==> config.mk <==
export PLATFORM = sky130hd
export DESIGN_NAME = i2c_master_bit_sequencer_core
export DESIGN_NICKNAME = d
export VERILOG_FILES = /design/src/hdl/i2cms_pkg.sv /design/src/hdl/i2cms_seq.sv /design/src/hdl/i2c_master_bit_sequencer_core.sv
export SDC_FILE = /design/constraint.sdc
export NUM_CORES = 1
export LEC_CHECK = 0
export BUFFER_PORTS_ARGS = -buffer_cell sky130_fd_sc_hd__buf_2
export CORE_AREA = 2 2 140 169
export CTS_CLUSTER_DIAMETER = 50
export DETAILED_ROUTE_END_ITERATION = 7
export DIE_AREA = 0 0 142 171
export PLACE_DENSITY = 0.45
export SLEW_MARGIN = 15
export SYNTH_ARGS = -nofsm -noshare
export SYNTH_HDL_FRONTEND = slang
export SYNTH_SLANG_ARGS = --single-unit
==> constraint.sdc <==
create_clock -name clk -period 3.3 [get_ports clk]
set_input_delay 0.99 -clock clk [delete_from_list [all_inputs] [get_ports clk]]
set_output_delay 0.99 -clock clk [all_outputs]
set_load 0.02 [all_outputs]
==> src/hdl/i2cms_pkg.sv <==
// Package for the I2C master bit sequencer: item types, command codes, state encoding.
`timescale 1ns / 1ps

package i2cms_pkg;

	// Command codes carried in the kind field of an input item
	localparam logic [2:0] KIND_TICK  = 3'd0;
	localparam logic [2:0] KIND_START = 3'd1;
	localparam logic [2:0] KIND_STOP  = 3'd2;
	localparam logic [2:0] KIND_WRITE = 3'd3;
	localparam logic [2:0] KIND_READ  = 3'd4;
	localparam logic [2:0] KIND_SACK  = 3'd5;
	localparam logic [2:0] KIND_RACK  = 3'd6;

	// Bus operation in progress
	typedef enum logic [2:0] {
		OP_IDLE  = 3'd0,
		OP_START = 3'd1,
		OP_STOP  = 3'd2,
		OP_WRITE = 3'd3,
		OP_READ  = 3'd4,
		OP_SACK  = 3'd5,
		OP_RACK  = 3'd6
	} op_t;

	// Waveform phase within an operation (write byte uses all three)
	localparam logic [1:0] PH_0 = 2'd0;
	localparam logic [1:0] PH_1 = 2'd1;
	localparam logic [1:0] PH_2 = 2'd2;

	// Bits per byte on the bus
	localparam logic [3:0] BITS_PER_BYTE = 4'd8;

	// Reset value of the delay scale register
	localparam logic [7:0] DELAY_SCALE_RST = 8'd1;

	typedef struct packed {
		logic [2:0] kind;
		logic [7:0] write_data;
		logic       ack_value;
		logic       sda_sample;
	} in_item_t;

	typedef struct packed {
		logic       scl_level;
		logic       sda_level;
		logic       sda_drive;
		logic       busy_res;
		logic       done_res;
		logic [7:0] read_data;
		logic       ack_seen;
		logic       rejected;
	} out_item_t;

	// Map a kind code to the operation it starts; tick and the unused code start none
	function automatic op_t kind_to_op(input logic [2:0] kind);
		op_t op;
		unique case (kind)
			KIND_START: op = OP_START;
			KIND_STOP:  op = OP_STOP;
			KIND_WRITE: op = OP_WRITE;
			KIND_READ:  op = OP_READ;
			KIND_SACK:  op = OP_SACK;
			KIND_RACK:  op = OP_RACK;
			default:    op = OP_IDLE;
		endcase
		return op;
	endfunction

endpackage

==> src/hdl/i2cms_seq.sv <==
// Pin sequencer state and its one-item step: command start, tick countdown, waveform advance.
`timescale 1ns / 1ps

module i2cms_seq import i2cms_pkg::*; (
	input  logic      clk,
	input  logic      arst_n,
	input  logic      step_en,
	input  in_item_t  item,
	input  logic [7:0] delay_scale,
	output out_item_t result
);

	op_t        op_q, op_n;
	logic [1:0] phase_q, phase_n;
	logic [9:0] wait_q, wait_n;
	logic [3:0] bit_cnt_q, bit_cnt_n;
	logic [7:0] shift_q, shift_n;
	logic       scl_q, scl_n;
	logic       sda_q, sda_n;
	logic       drive_q, drive_n;
	logic       ack_q, ack_n;
	logic [7:0] last_rd_q, last_rd_n;

	op_t        cmd_op;
	logic [7:0] scale_eff;
	logic [9:0] wait_1us, wait_2us, wait_4us;
	logic [3:0] bit_cnt_inc;
	logic [7:0] shift_rd;
	logic       done, rej;

	// Wait lengths: zero scale counts as one
	assign scale_eff   = (delay_scale == 8'd0) ? 8'd1 : delay_scale;
	assign wait_1us    = {2'b00, scale_eff};
	assign wait_2us    = {1'b0, scale_eff, 1'b0};
	assign wait_4us    = {scale_eff, 2'b00};
	assign cmd_op      = kind_to_op(item.kind);
	assign bit_cnt_inc = bit_cnt_q + 4'd1;
	assign shift_rd    = {shift_q[6:0], item.sda_sample};

	// Next state for one item
	always_comb begin
		op_n      = op_q;
		phase_n   = phase_q;
		wait_n    = wait_q;
		bit_cnt_n = bit_cnt_q;
		shift_n   = shift_q;
		scl_n     = scl_q;
		sda_n     = sda_q;
		drive_n   = drive_q;
		ack_n     = ack_q;
		last_rd_n = last_rd_q;
		done      = 1'b0;
		rej       = 1'b0;
		if (cmd_op != OP_IDLE) begin
			if (op_q != OP_IDLE) begin
				rej = 1'b1;
			end else begin
				// first pin levels of the new command
				op_n      = cmd_op;
				phase_n   = PH_0;
				bit_cnt_n = 4'd0;
				unique case (cmd_op)
					OP_START: begin
						drive_n = 1'b1; sda_n = 1'b1; scl_n = 1'b1; wait_n = wait_4us;
					end
					OP_STOP: begin
						drive_n = 1'b1; scl_n = 1'b0; sda_n = 1'b0; wait_n = wait_4us;
					end
					OP_WRITE: begin
						drive_n = 1'b1; shift_n = item.write_data;
						sda_n = item.write_data[7]; wait_n = wait_2us;
					end
					OP_READ: begin
						drive_n = 1'b0; shift_n = 8'd0; scl_n = 1'b1; wait_n = wait_2us;
					end
					OP_SACK: begin
						drive_n = 1'b1; sda_n = item.ack_value; wait_n = wait_2us;
					end
					default: begin
						drive_n = 1'b0; sda_n = 1'b1; wait_n = wait_1us;
					end
				endcase
			end
		end else if (op_q != OP_IDLE) begin
			if (wait_q > 10'd1) begin
				wait_n = wait_q - 10'd1;
			end else begin
				// wait expired: next pin changes on this tick
				unique case (op_q)
					OP_START: begin
						if (phase_q == PH_0) begin
							sda_n = 1'b0; phase_n = PH_1; wait_n = wait_4us;
						end else begin
							scl_n = 1'b0; done = 1'b1;
						end
					end
					OP_STOP: begin
						if (phase_q == PH_0) begin
							scl_n = 1'b1; sda_n = 1'b1; phase_n = PH_1; wait_n = wait_4us;
						end else begin
							done = 1'b1;
						end
					end
					OP_WRITE: begin
						if (phase_q == PH_0) begin
							scl_n = 1'b1; phase_n = PH_1; wait_n = wait_2us;
						end else if (phase_q == PH_1) begin
							scl_n = 1'b0; phase_n = PH_2; wait_n = wait_2us;
						end else begin
							bit_cnt_n = bit_cnt_inc;
							shift_n   = {shift_q[6:0], 1'b0};
							if (bit_cnt_inc >= BITS_PER_BYTE) begin
								done = 1'b1;
							end else begin
								sda_n = shift_q[6]; phase_n = PH_0; wait_n = wait_2us;
							end
						end
					end
					OP_READ: begin
						if (phase_q == PH_0) begin
							shift_n = shift_rd; scl_n = 1'b0; phase_n = PH_1; wait_n = wait_2us;
						end else begin
							bit_cnt_n = bit_cnt_inc;
							if (bit_cnt_inc >= BITS_PER_BYTE) begin
								last_rd_n = shift_q; done = 1'b1;
							end else begin
								scl_n = 1'b1; phase_n = PH_0; wait_n = wait_2us;
							end
						end
					end
					OP_SACK: begin
						if (phase_q == PH_0) begin
							scl_n = 1'b1; phase_n = PH_1; wait_n = wait_2us;
						end else begin
							scl_n = 1'b0; done = 1'b1;
						end
					end
					OP_RACK: begin
						if (phase_q == PH_0) begin
							scl_n = 1'b1; phase_n = PH_1; wait_n = wait_1us;
						end else begin
							ack_n = item.sda_sample; scl_n = 1'b0; done = 1'b1;
						end
					end
					default: done = 1'b1;
				endcase
				if (done) begin
					op_n    = OP_IDLE;
					phase_n = PH_0;
					wait_n  = 10'd0;
				end
			end
		end
	end

	// Result reflects the state after this item
	always_comb begin
		result.scl_level = scl_n;
		result.sda_level = sda_n;
		result.sda_drive = drive_n;
		result.busy_res  = (op_n != OP_IDLE);
		result.done_res  = done;
		result.read_data = last_rd_n;
		result.ack_seen  = ack_n;
		result.rejected  = rej;
	end

	// Sequencer state registers
	always_ff @(posedge clk or negedge arst_n) begin
		if (!arst_n) begin
			op_q      <= OP_IDLE;
			phase_q   <= PH_0;
			wait_q    <= 10'd0;
			bit_cnt_q <= 4'd0;
			shift_q   <= 8'd0;
			scl_q     <= 1'b1;
			sda_q     <= 1'b1;
			drive_q   <= 1'b1;
			ack_q     <= 1'b0;
			last_rd_q <= 8'd0;
		end else if (step_en) begin
			op_q      <= op_n;
			phase_q   <= phase_n;
			wait_q    <= wait_n;
			bit_cnt_q <= bit_cnt_n;
			shift_q   <= shift_n;
			scl_q     <= scl_n;
			sda_q     <= sda_n;
			drive_q   <= drive_n;
			ack_q     <= ack_n;
			last_rd_q <= last_rd_n;
		end
	end

endmodule

==> src/hdl/i2c_master_bit_sequencer_core.sv <==
// Top level of the I2C master bit sequencer: input register, sequencer, two-entry result queue.
`timescale 1ns / 1ps

// I2C master pin sequencer. Each input item is either a tick (one time unit) or a
// command (start, stop, write byte, read byte, send ack, receive ack); each item
// yields exactly one result item with the SCL/SDA pin levels, SDA drive, busy,
// done pulse, last read byte, last ack bit and a rejected flag for a command sent
// while busy. Waits last n us times delay_scale ticks (cfg_wr_data, reset 1, zero
// acts as 1); write delay_scale only while idle. One item is accepted every clock
// cycle while in_stall is low; each item is held in the input register, then the
// sequencer step writes its result into the result queue, from whose head it is
// offered. The two-entry result queue absorbs results while out_stall holds its
// head; in_stall rises when both entries are held and the input register holds an
// item.

module i2c_master_bit_sequencer_core import i2cms_pkg::*; (
	input  logic       clk,
	input  logic       arst_n,
	input  logic       in_valid,
	output logic       in_stall,
	input  in_item_t   in_data,
	output logic       out_valid,
	input  logic       out_stall,
	output out_item_t  out_data,
	input  logic       cfg_wr_en,
	input  logic [7:0] cfg_wr_data
);

	logic [7:0] delay_scale_q;
	logic       s1_valid_q;
	in_item_t   item_s1;
	out_item_t  result;
	out_item_t  slot0_q, slot1_q;
	logic [1:0] cnt_q;
	logic       room, push, pop, in_acc;

	assign room      = (cnt_q != 2'd2);
	assign push      = s1_valid_q && room;
	assign pop       = out_valid && !out_stall;
	assign in_stall  = s1_valid_q && !room;
	assign in_acc    = in_valid && !in_stall;
	assign out_valid = (cnt_q != 2'd0);
	assign out_data  = slot0_q;

	// Delay scale register
	always_ff @(posedge clk or negedge arst_n) begin
		if (!arst_n) begin
			delay_scale_q <= DELAY_SCALE_RST;
		end else if (cfg_wr_en) begin
			delay_scale_q <= cfg_wr_data;
		end
	end

	// Input register
	always_ff @(posedge clk or negedge arst_n) begin
		if (!arst_n) begin
			s1_valid_q <= 1'b0;
		end else if (in_acc) begin
			s1_valid_q <= 1'b1;
		end else if (push) begin
			s1_valid_q <= 1'b0;
		end
	end

	always_ff @(posedge clk) begin
		if (in_acc) begin
			item_s1 <= in_data;
		end
	end

	i2cms_seq u_seq (
		.clk         (clk),
		.arst_n      (arst_n),
		.step_en     (push),
		.item        (item_s1),
		.delay_scale (delay_scale_q),
		.result      (result)
	);

	// Result queue occupancy
	always_ff @(posedge clk or negedge arst_n) begin
		if (!arst_n) begin
			cnt_q <= 2'd0;
		end else begin
			unique case ({push, pop})
				2'b10:   cnt_q <= cnt_q + 2'd1;
				2'b01:   cnt_q <= cnt_q - 2'd1;
				default: cnt_q <= cnt_q;
			endcase
		end
	end

	// Result queue entries; head is slot0
	always_ff @(posedge clk) begin
		unique case ({push, pop})
			2'b10: begin
				if (cnt_q == 2'd0) begin
					slot0_q <= result;
				end else begin
					slot1_q <= result;
				end
			end
			2'b01: slot0_q <= slot1_q;
			2'b11: begin
				if (cnt_q == 2'd1) begin
					slot0_q <= result;
				end else begin
					slot0_q <= slot1_q;
					slot1_q <= result;
				end
			end
			default: slot0_q <= slot0_q;
		endcase
	end

endmodule

==> results.md <==
* Status: completed
* Syn nets at 575
* Core Region at 0.0228 mm²
* DR vias/cell at approximately 5
* Post-Syn Area per Cell at 10.5 µm²
* DPL Wire Length at 11500 µm
* Worst setup EP type: register
* Total die area at 0.0243 mm²
* Root Buffer: clkbuf_16
* Nets at approximately 600
* Worst hold start: u_seq.drive_q
* Power density over cell area at 761 mW/mm²
* Layout Utilization at 28.3%
* IO Count at 43
* Worst Setup SP: u_seq.op_q[0]
* Largest family of logic cells by synthesized area: compound AO/OA/AOI/OAI gates
* Vias at 4410
* Starting Density at 24.5%
* All-Layer GR Usage at 13.2%
* Wire length per cell at about 18 µm
* Final TNS setup at 0 ps
* Actual slew at the worst max-slew pin at 785 ps
* Final setup fails at 0
* Final antenna-violating net count at 0
* ANT cells at 0
* Worst-path clk slew at 70 ps
* Chip width at 142 µm
* Post-synthesis mux area share at 8.56%
* Cts bufs inserted at 9
* Crit path DAT at 3110 ps
* Post-Synth Adder-Cell Area at 3.54%
* Critical path class: register to register
* Simple-Gate Fraction of Synth Area at 12.6%
* Clock latency on the worst-skew pair at 360 ps
* XOR/XNOR share of the synthesized area at 1.10%
* Share of cells above drive strength 1 at about a quarter
* Register bit total from synthesis at 93
* Max_cap viols at 0
* Row cnt at 61
* TritonCTS clock tree: built
* Critical path launch point type: register
* Vias in the first global route at 4368
* Antenna violations before repair at 0
* Sink Count at 93
* Fin crit period at ~2900 ps
* Top_reg_cell synth: dfrtp_1
* LEAKAGE at 2.58 nW
* Clock Skew at 8.93 ps
* First-pass GRT wire length at 24600 µm
* Compound-cell area share of the yosys netlist at roughly a quarter
* 1st-iter DRT viols at 290
* Synthesized instance count at 534
* Port bufs at 42
* Area grow syn2layout at 15.7%
* CTS Hold Bufs at 0
* Worst Hold Class: register to register
* Post-synth EDFFs at 43
* Die H at 171 µm
* # fillers at 2381
* Worst VDD drop at 0.000276 V
* H-tree Lvls at 3
* Routed WL at approximately 15000 µm
* F_max at 348 MHz
* Post-synthesis cell area at 0.00559 mm²
* CP max FO at 8
* Ys Warns at 0
* Reg2reg start: u_seq.op_q[0]
* Fin. max-slew vios at 0
* Largest net degree at the start of global routing at 28
* GR Overflow Total at 0
* CTS-repair resized insts at 0
* Rel. slew slack at 47.7%
* Netlist cell types at 80
* Final hold viol count at 0
* Seq/Total Area, Yosys at 45.6%
* Worst Path Required at about 3500 ps
* Remaining DRCs at 0
* Final period utilization at 87.1%
* Setup repair bufs after CTS at 0
* Asr flop ratio synth at roughly 54%
* RD Place Congestion at 0.894
* RSZ-0062 raised after global routing: no
* Initial DRT Pass Iterations at 5
* Longest Clk Path Bufs at 2
[kinds of logic after synthesis]
kind of cell / after synthesis
flops: 93
fa+ha+maj: 16
simple gates: 132
buf+inv: 62
mux: 41
xor+xnor: 7
compound gates: 183
[metrics by stage]
step                cell area, µm²  hold WS, ps  setup WS (ps)  total power, mW  instances
finish                        6460          499            426             4.91        861
global route                  6460          504            232             5.26        861
CTS                           6460          496            447             4.96        861
detailed placement            6160          485            442             3.89        845
global placement              6160          467            557             3.87        845
floorplan                     5590          439            500             3.25        534
[registers in the layout, indices dropped and copies added (netlist names), 2 cells and up]
name,cells
out_data,15
slot1_q,15
item_s1,13
u_seq.wait_q,10
delay_scale_q,8
u_seq.last_rd_q,8
u_seq.shift_q,8
u_seq.bit_cnt_q,4
u_seq.op_q,3
cnt_q,2
u_seq.phase_q,2
[power breakdown]
part           leakage, nW  internal [mW]  switching [mW]
Sequential            1.04           1.64           0.296
Clock                0.145          0.537           0.516
Combinational         1.39          0.745            1.18
[layout make-up]
cell class	count	area (µm²)	share of cell area (%)
multi-input cells	379	2770	42.8
flip-flops and latches	93	2550	39.4
clock inverters	7	80.1	1.24
repair buffers	64	388	6.00
inverters	26	100	1.55
clock buffers	9	225	3.49
well taps	283	354	5.48
[critical path: stages, from the launching register on]
cell	delay (ps)
dfrtp_1	470
inv_1	140
ha_1	320
nand2b_1	120
ha_1	280
and2_0	330
nand2_1	220
a221oi_4	450
mux2_2	400
[synthesized netlist by cell type, drive strengths merged, types with 10 or more instances]
master  number  area share (%)
clkbuf      24             1.7
buf         12             1.4
a21oi       42             4.0
nor2        36             2.8
edfxtp      43              23
nand2       43             3.0
ha          15             3.4
inv         26             1.8
a22o        23             3.6
mux2        33             7.1
o31ai       12             1.9
o21ai       38             3.4
dfrtp       46              21
nand3       10             1.1
[per-layer routing]
| metal | routed length [µm] | vias to the layer above | part of all wire (%) | track usage, % |
|---|---|---|---|---|
| li1 | - | 2085 | - | - |
| met5 | 0 | - | 0 | 0 |
| met1 | 6750 | 2157 | 44 | 16.5 |
| met2 | 7580 | 148 | 49 | 22.2 |
| met3 | 711 | 20 | 4.6 | 2.97 |
| met4 | 411 | 0 | 2.7 | 5.26 |
[path summary, 6_finish.rpt]
check / endpoint / slack [ps] / cells after the start
min in group asynchronous: u_seq.last_rd_q[1] / 650 / 1
max reg2reg: u_seq.shift_q[2] / 430 / 8
min reg2reg: u_seq.drive_q / 500 / 2
min: u_seq.drive_q / 500 / 2
max in group asynchronous: u_seq.sda_q / 1990 / 2
max: u_seq.shift_q[2] / 430 / 8
[layout by cell type (no fill, tap or decap), types with 5 or more instances in the layout]
| cell type | synthesis | routed |
|---|---|---|
| a31oi_1 | 6 | 6 |
| dfrtp_1 | 46 | 46 |
| a21oi_1 | 40 | 40 |
| o221ai_1 | 6 | 6 |
| a221oi_1 | 7 | 7 |
| clkbuf_16 | 0 | 9 |
| inv_1 | 24 | 24 |
| o21ai_0 | 37 | 36 |
| o22ai_1 | 7 | 7 |
| mux2_4 | 7 | 7 |
| nand3_1 | 9 | 9 |
| edfxtp_1 | 43 | 43 |
| o31ai_1 | 10 | 10 |
| buf_4 | 1 | 21 |
| nand2_1 | 42 | 42 |
| buf_2 | 7 | 42 |
| nor3_1 | 7 | 7 |
| mux2i_1 | 8 | 8 |
| a22o_1 | 23 | 23 |
| mux2_2 | 26 | 26 |
| ha_1 | 15 | 15 |
| o211ai_1 | 5 | 5 |
| nor2_1 | 32 | 32 |
| nor2b_1 | 5 | 5 |
(Power assumes the default switching activity.)
